===== src/rtl/core/fprlw_pkg.sv =====
// shared constants, command codes and the command word type of the page log writer
package fprlw_pkg;

  localparam int PAGE_SIZE = 256;
  localparam int NUM_PAGES = 4096;

  localparam int PageW   = 12;
  localparam int OfsW    = 10;
  localparam int LenW    = 11;
  localparam int SrcW    = 8;
  localparam int CountW  = 8;
  localparam int QDepth  = 4;
  localparam int QCntW   = 3;

  typedef enum logic [1:0] {
    CMD_BUF_WRITE = 2'd0,
    CMD_STORE     = 2'd1,
    CMD_META      = 2'd2
  } cmd_kind_e;

  typedef struct packed {
    cmd_kind_e         kind;
    logic              buf_sel;
    logic [PageW-1:0]  page;
    logic [OfsW-1:0]   ofs;
    logic [LenW-1:0]   len;
    logic [SrcW-1:0]   src;
    logic [PageW-1:0]  read_page;
    logic              last;
  } cmd_t;

  // next page of the ring, pages 1 .. NUM_PAGES-1
  function automatic logic [PageW-1:0] advance_page(input logic [PageW-1:0] p);
    logic [PageW:0] s;
    s = {1'b0, p} + {{PageW{1'b0}}, 1'b1};
    if (s >= (PageW+1)'(NUM_PAGES)) begin
      return {{(PageW-1){1'b0}}, 1'b1};
    end
    return s[PageW-1:0];
  endfunction

endpackage


===== src/rtl/core/flash_page_ring_log_writer.sv =====
// Circular flash page log writer: one request in, one, three or four flash commands out.
// Each accepted request is turned at acceptance into its whole command list (buffer write;
// or fill, store, page-0 metadata write and optional remainder write), which goes into a
// four-entry command queue. The queue head drives the single result port, one command per
// cycle while out_stall_i is low. The next request is taken in the same cycle in which the
// final command of the current one is taken, so with a request waiting the result port
// stays busy without gaps. Page pointers, fill offset and the active buffer are updated
// at acceptance; reset places the write and read pages at 1, the offset at 0 and buffer zero
// active.
module flash_page_ring_log_writer
  import fprlw_pkg::*;
(
  input  logic              clk_i,
  input  logic              rst_ni,
  input  logic              in_valid_i,
  output logic              in_stall_o,
  input  logic [CountW-1:0] byte_count_i,
  output logic              out_valid_o,
  input  logic              out_stall_i,
  output logic [1:0]        cmd_kind_o,
  output logic              buffer_sel_o,
  output logic [PageW-1:0]  page_addr_o,
  output logic [OfsW-1:0]   byte_offset_o,
  output logic [LenW-1:0]   chunk_len_o,
  output logic [SrcW-1:0]   src_start_o,
  output logic [PageW-1:0]  read_page_o,
  output logic              last_o
);

  logic [PageW-1:0] write_page_q, write_page_d;
  logic [PageW-1:0] read_page_q, read_page_d;
  logic [OfsW-1:0]  fill_offset_q, fill_offset_d;
  logic             active_buf_q, active_buf_d;

  cmd_t             cmd_q [QDepth];
  cmd_t             cmd_d [QDepth];
  logic [QCntW-1:0] cnt_q, cnt_d;

  logic             take, last_take, accept;
  logic [LenW-1:0]  avail;
  logic             fits;
  logic [SrcW-1:0]  rest;
  logic [LenW-1:0]  sum;
  logic [PageW-1:0] wp_next, rp_next;
  logic [QCntW-1:0] new_cnt;

  assign take      = (cnt_q != '0) && !out_stall_i;
  assign last_take = take && (cnt_q == QCntW'(1));
  assign in_stall_o = (cnt_q != '0) && !last_take;
  assign accept    = in_valid_i && !in_stall_o;

  always_comb begin
    if ({1'b0, fill_offset_q} >= LenW'(PAGE_SIZE)) begin
      avail = '0;
    end else begin
      avail = LenW'(PAGE_SIZE) - {1'b0, fill_offset_q};
    end
    fits    = {{(LenW-CountW){1'b0}}, byte_count_i} < avail;
    // only meaningful when the request does not fit, then avail is at most byte_count
    rest    = byte_count_i - avail[SrcW-1:0];
    sum     = {1'b0, fill_offset_q} + {{(LenW-CountW){1'b0}}, byte_count_i};
    wp_next = advance_page(write_page_q);
    rp_next = (read_page_q == wp_next) ? advance_page(read_page_q) : read_page_q;
    if (fits) begin
      new_cnt = QCntW'(1);
    end else if (rest != '0) begin
      new_cnt = QCntW'(4);
    end else begin
      new_cnt = QCntW'(3);
    end
  end

  always_comb begin
    write_page_d  = write_page_q;
    read_page_d   = read_page_q;
    fill_offset_d = fill_offset_q;
    active_buf_d  = active_buf_q;
    cnt_d         = cnt_q;
    for (int i = 0; i < QDepth; i++) begin
      cmd_d[i] = cmd_q[i];
    end

    if (accept) begin
      cnt_d = new_cnt;

      cmd_d[0].kind      = CMD_BUF_WRITE;
      cmd_d[0].buf_sel   = active_buf_q;
      cmd_d[0].page      = write_page_q;
      cmd_d[0].ofs       = fill_offset_q;
      cmd_d[0].len       = fits ? {{(LenW-CountW){1'b0}}, byte_count_i} : avail;
      cmd_d[0].src       = '0;
      cmd_d[0].read_page = read_page_q;
      cmd_d[0].last      = fits;

      cmd_d[1].kind      = CMD_STORE;
      cmd_d[1].buf_sel   = active_buf_q;
      cmd_d[1].page      = write_page_q;
      cmd_d[1].ofs       = '0;
      cmd_d[1].len       = '0;
      cmd_d[1].src       = '0;
      cmd_d[1].read_page = read_page_q;
      cmd_d[1].last      = 1'b0;

      // metadata goes through the other buffer, which then becomes active
      cmd_d[2].kind      = CMD_META;
      cmd_d[2].buf_sel   = ~active_buf_q;
      cmd_d[2].page      = '0;
      cmd_d[2].ofs       = '0;
      cmd_d[2].len       = '0;
      cmd_d[2].src       = '0;
      cmd_d[2].read_page = rp_next;
      cmd_d[2].last      = (rest == '0);

      cmd_d[3].kind      = CMD_BUF_WRITE;
      cmd_d[3].buf_sel   = ~active_buf_q;
      cmd_d[3].page      = wp_next;
      cmd_d[3].ofs       = '0;
      cmd_d[3].len       = {{(LenW-SrcW){1'b0}}, rest};
      cmd_d[3].src       = avail[SrcW-1:0];
      cmd_d[3].read_page = rp_next;
      cmd_d[3].last      = 1'b1;

      if (fits) begin
        fill_offset_d = sum[OfsW-1:0];
      end else begin
        write_page_d  = wp_next;
        read_page_d   = rp_next;
        active_buf_d  = ~active_buf_q;
        fill_offset_d = {{(OfsW-SrcW){1'b0}}, rest};
      end
    end else if (take) begin
      cnt_d = cnt_q - QCntW'(1);
      for (int i = 0; i < QDepth-1; i++) begin
        cmd_d[i] = cmd_q[i+1];
      end
    end
  end

  always_ff @(posedge clk_i or negedge rst_ni) begin
    if (!rst_ni) begin
      write_page_q  <= PageW'(1);
      read_page_q   <= PageW'(1);
      fill_offset_q <= '0;
      active_buf_q  <= 1'b0;
      cnt_q         <= '0;
    end else begin
      write_page_q  <= write_page_d;
      read_page_q   <= read_page_d;
      fill_offset_q <= fill_offset_d;
      active_buf_q  <= active_buf_d;
      cnt_q         <= cnt_d;
    end
  end

  always_ff @(posedge clk_i) begin
    for (int i = 0; i < QDepth; i++) begin
      cmd_q[i] <= cmd_d[i];
    end
  end

  assign out_valid_o   = (cnt_q != '0);
  assign cmd_kind_o    = cmd_q[0].kind;
  assign buffer_sel_o  = cmd_q[0].buf_sel;
  assign page_addr_o   = cmd_q[0].page;
  assign byte_offset_o = cmd_q[0].ofs;
  assign chunk_len_o   = cmd_q[0].len;
  assign src_start_o   = cmd_q[0].src;
  assign read_page_o   = cmd_q[0].read_page;
  assign last_o        = cmd_q[0].last;

`ifndef SYNTHESIS
  a_cnt_range: assert property (@(posedge clk_i) disable iff (!rst_ni)
    cnt_q <= QCntW'(QDepth))
    else $error("command queue count out of range");

  a_last_at_tail: assert property (@(posedge clk_i) disable iff (!rst_ni)
    (out_valid_o && last_o) |-> (cnt_q == QCntW'(1)))
    else $error("final command word not at queue tail");

  a_accept_count: assert property (@(posedge clk_i) disable iff (!rst_ni)
    accept |=> (cnt_q == QCntW'(1) || cnt_q == QCntW'(3) || cnt_q == QCntW'(4)))
    else $error("request produced a bad number of command words");

  a_offset_in_page: assert property (@(posedge clk_i) disable iff (!rst_ni)
    {1'b0, fill_offset_q} < LenW'(PAGE_SIZE))
    else $error("fill offset ran past the page end");
`endif

endmodule


===== config.mk =====
export PLATFORM = sky130hd
export DESIGN_NAME = flash_page_ring_log_writer
export DESIGN_NICKNAME = d
export VERILOG_FILES = /design/src/rtl/core/fprlw_pkg.sv /design/src/rtl/core/flash_page_ring_log_writer.sv
export SDC_FILE = /design/constraint.sdc
export NUM_CORES = 1
export LEC_CHECK = 0
export BUFFER_PORTS_ARGS = -buffer_cell sky130_fd_sc_hd__buf_2
export CAP_MARGIN = 20
export CORE_MARGIN = 2
export CORE_UTILIZATION = 60
export DETAILED_ROUTE_END_ITERATION = 7
export PLACE_DENSITY = 0.79
export SYNTH_ARGS = -nofsm -noshare
export SYNTH_HDL_FRONTEND = slang
export SYNTH_SLANG_ARGS = --single-unit

===== constraint.sdc =====
create_clock -name clk_i -period 5.94 [get_ports clk_i]
set_clock_uncertainty 0.2 [all_clocks]
set_input_delay 0.297 -clock clk_i [delete_from_list [all_inputs] [get_ports clk_i]]
set_output_delay 0.297 -clock clk_i [all_outputs]
set_load 0.02 [all_outputs]

==> reports/results.md <==
| Step | Item | Reported |
|:---|:---|:---|
| status | Outcome | finished, final reports clean |
| clock network | Buffer cell driving the clock tree root | sky130_fd_sc_hd__clkbuf_16 |
| global routing | Total global routing track utilization | 0.252 |
| logic synthesis | Ys Warns | 0 |
| placement | Detailed placement HPWL | 14600 um |
| clock network | Clock transition at path regs | 0.06 ns |
| final layout | Finished Layout Cells | 1266 |
| clock network | CTS max path bufs | 3 |
| final layout | Fraction of final layout cells with drive strength greater than 1 | 0.133 |
| route | Routed wire length per instance | 17.8 um |
| placement | Post-DP Area | 10800 um2 |
| placement | Pre-CTS worst setup slack | 1.17 ns |
| final layout | Commonest non-fill, non-tap cells in the layout | sky130_fd_sc_hd__nand2_1, sky130_fd_sc_hd__edfxtp_1, sky130_fd_sc_hd__a21oi_1 |
| global routing | Number of antenna violations at the first check in global routing | 0 |
| logic synthesis | Top flip-flop cell by instance count after synthesis | sky130_fd_sc_hd__edfxtp_1 |
| critical path | Register-to-Register Path Depth | 15 |
| global routing | Via count of the first global-routing pass | 6913 |
| logic synthesis | Post-synth design cell area | 10300 um2 |
| floorplan | Y dimension of the die | 135 um |
| critical path | Type of element launching the critical path | flip-flop |
| floorplan | DIE WIDTH | 135 um |
| route | # DRC | 0 |
| placement | Number of placed instances with taps included | 1223 |
| floorplan | Area of the die | 18300 um2 |
| global routing | Total overflow reported by the global router | 0 |
| sta | Fin. max-slew vios | 0 |
| sta | Hold Fails Final Rpt | 0 |
| sta | Setup repair after global routing missed its margin | false |
| critical path | Arrival time worst endpoint | 5.12 ns |
| placement | Final weighted congestion in routability-driven placement | 0.913 |
| route | Post-DRT Antenna Nets | 0 |
| route | DRT iter0 DRCs | 785 |
| job | Max Cap Violations | 0 |
| route | Number of search-and-repair iterations in the first detailed-routing pass | 7 |
| critical path | Biggest cell delay along the critical path | 0.66 ns |
| min path | WHS Path Cells | 3 |
| sta | Final-report setup violation count | 0 |
| min path | Min-delay src | byte_count_i[7] |
| final layout | Area delta synth->final | 11.7% |
| critical path | WP data required | 6.13 ns |
| route | Post-detailed-routing wire length | 22600 um |
| min path | Worst-case hold path end point | cmd_q[0][28]$_DFFE_PP_ |
| sta | Worst slew pin tran | 0.990 ns |
| floorplan | IO Count | 71 |
| power | Static leakage power | 4.87 nW |
| clock network | Number of buffers created by CTS | 23 |
| sta | Period utilisation layout | 0.829 |
| placement | Number of port buffers | 70 |
| critical path | Reg-to-reg slack, setup | 1.01 ns |
| clock network | Post-cts sizing count | 0 |
| clock network | Later-pin clock latency in the skew report | 0.51 ns |
| critical path | Crit path max-delay cell type | sky130_fd_sc_hd__nor2_2 |
| logic synthesis | Share of async-settable or async-resettable flops after synthesis | 0.172 |
| logic synthesis | Average instance area after synthesis | 10.4 um2 |
| critical path | Worst-path cell chain | nor4_1 -> nand2b_1 -> or4_1 -> a21oi_1 -> and2_1 -> inv_1 -> ha_1 -> o21a_1 -> o31a_1 -> o21ai_0 -> a21oi_1 -> o21ai_2 -> nor2_2 -> nand2_1 -> mux2_2 |
| final layout | N_diodes | 0 |
| power | Largest voltage drop on the vdd net | 286 uV |
| sta | Worst setup slack after layout | 1.01 ns |
| clock network | CTS H-tree lvls | 1 |
| floorplan | Cell Rows | 47 |
| critical path | Max FO, Critical Path | 17 |
| logic synthesis | Number of synthesized flops with an enable pin | 127 |
| route | Via-per-instance ratio | 5.96 |
| logic synthesis | Cell variety after synth | 64 |
| critical path | Startpoint of the most critical setup path | fill_offset_q[3]$_DFFE_PN0P_ |
| logic synthesis | Instance count of the mapped netlist | 992 |
| sta | Clock period minus final worst setup slack | 4.93 ns |
| logic synthesis | Register bit total from synthesis | 221 |
| floorplan | Initial core utilization | 0.618 |
| critical path | Reg-to-Reg Start | fill_offset_q[3]$_DFFE_PN0P_ |
| final layout | Most common library cell in the layout ignoring fill and taps | sky130_fd_sc_hd__nand2_1 |
| min path | Hold Path Class | in2reg |
| critical path | Crit path kind | reg2reg |
| clock network | CTS tree | built |
| global routing | Wire length of the first global-routing pass | 36500 um |
| critical path | CP most frequent cell | sky130_fd_sc_hd__a21oi_1 |
| sta | Setup TNS | 0 ns |
| floorplan | Area of the core region | 16700 um2 |
| route | Total via count after detailed routing | 7551 |
| critical path | Critical register-to-register path endpoint | read_page_q[1]$_DFFE_PN0P_ |
| sta | Max_slew headroom | 0.339 |
| final layout | Final net count | 1065 |
| critical path | Cell family with the largest share of critical-path delay | simple AND/OR/NAND/NOR gates |
| critical path | Capturing element type of the critical path | flip-flop |
| sta | Fmax | 0.203 GHz |
| logic synthesis | Part of the Yosys area used for sequential elements | 0.570 |
| final layout | Area of all placed cells without fillers | 11500 um2 |
| clock network | Number of clock sinks | 221 |
| critical path | Bufs and invs on worst path | 1 |
| global routing | Pin count of the biggest net entering global routing | 59 |
| power | Ratio of total power to cell area | 528 nW/um2 |
cell families after synthesis:
kind of cell,synth area share
flip-flops,0.570
buffers and inverters,0.0417
multiplexers,0.0260
other,0.000363
XOR/XNOR,0.0437
AO/OA/AOI/OAI,0.132
AND/OR/NAND/NOR,0.156
adder cells (fa/ha/maj),0.0305
final cells by class:
type / instances / area, um2
tap: 220 / 275
inverter: 34 / 130
timing repair buffer: 82 / 443
fill: 1233 / 5160
clock buffer: 29 / 638
clock inverter: 13 / 108
multi-input combinational: 667 / 4050
sequential: 221 / 5890
power breakdown:
group	leakage [nW]	total (mW)	switching [mW]	internal, mW
combinational	2.29	2.16	1.42	0.748
clock	0.370	1.40	0.594	0.811
sequential	2.21	2.52	0.235	2.28
total	4.87	6.09	2.25	3.84
worst max-delay path by stage:
| stage | end | depth (start not counted) | slack, ns |
|---|---|---|---|
| 2_1_floorplan | cmd_q[0][21]$_DFFE_PP_ | 16 | 1.67 |
| 3_3_place_gp | write_page_q[3]$_DFFE_PN0P_ | 15 | 1.35 |
| 3_5_place_dp | read_page_q[1]$_DFFE_PN0P_ | 15 | 1.17 |
| 4_1_cts | read_page_q[1]$_DFFE_PN0P_ | 15 | 1.12 |
| 5_1_grt | read_page_q[1]$_DFFE_PN0P_ | 15 | 0.71 |
| 6_report | read_page_q[1]$_DFFE_PN0P_ | 15 | 1.01 |
metal layers:
layer  track usage  up-vias  share of wire
met1         0.393     3634           0.47
met4        0.0631        0          0.019
li1              -     3593              -
met2         0.376      285           0.45
met5             0        -              0
met3        0.0348       39          0.070
cell usage after synthesis, types with 4 or more instances:
cell / n / area [um2]
sky130_fd_sc_hd__nand4_1: 8 / 50.1
sky130_fd_sc_hd__inv_1: 34 / 128
sky130_fd_sc_hd__xnor2_1: 35 / 307
sky130_fd_sc_hd__a31oi_1: 8 / 50.1
sky130_fd_sc_hd__ha_1: 22 / 275
sky130_fd_sc_hd__and2_1: 12 / 75.1
sky130_fd_sc_hd__o21a_1: 4 / 30.0
sky130_fd_sc_hd__a21o_1: 16 / 120
sky130_fd_sc_hd__dfrtp_1: 36 / 901
sky130_fd_sc_hd__buf_4: 4 / 30.0
sky130_fd_sc_hd__a22o_1: 28 / 245
sky130_fd_sc_hd__nand3_1: 37 / 185
sky130_fd_sc_hd__nor3_1: 10 / 50.1
sky130_fd_sc_hd__edfxtp_1: 127 / 3810
sky130_fd_sc_hd__nand2_1: 191 / 717
sky130_fd_sc_hd__nor2_1: 41 / 154
sky130_fd_sc_hd__buf_1: 8 / 30.0
sky130_fd_sc_hd__nor4_1: 5 / 31.3
sky130_fd_sc_hd__xor2_1: 14 / 123
sky130_fd_sc_hd__a21oi_1: 75 / 375
sky130_fd_sc_hd__and3_1: 24 / 150
sky130_fd_sc_hd__o211ai_1: 6 / 45.0
sky130_fd_sc_hd__mux2_2: 7 / 78.8
sky130_fd_sc_hd__o21ai_0: 42 / 210
sky130_fd_sc_hd__nor2b_1: 7 / 43.8
sky130_fd_sc_hd__mux2i_1: 19 / 190
sky130_fd_sc_hd__clkbuf_1: 51 / 191
sky130_fd_sc_hd__dfxtp_1: 56 / 1120
sky130_fd_sc_hd__buf_2: 8 / 40.0
through the flow:
stage,power (mW),utilization,hold slack [ns]
after floorplan,4.06,-,-0.199
after global placement,4.61,0.645,0.230
after detailed placement,4.69,0.645,0.241
after CTS,6.09,0.691,0.0259
after global routing,6.46,0.691,0.0568
final,6.09,0.691,0.0538
worst min-delay path: stages:
cell and delay, ns:
sky130_fd_sc_hd__buf_2 0.13, sky130_fd_sc_hd__mux2i_1 0.08, sky130_fd_sc_hd__o21ai_0 0.14
registers in the layout, summed over array words and instances (netlist names):
| signal | count |
|---|---|
| active_buf_q | 1 |
| cmd_q | 183 |
| cnt_q | 3 |
| fill_offset_q | 10 |
| read_page_q | 12 |
| write_page_q | 12 |
what timing repair did:
action	4_1_cts	5_1_grt
hold buffers	1	0
buffers inserted	0	0
hold endpoints to repair	36	0
Power figures use the tool's default switching activity.
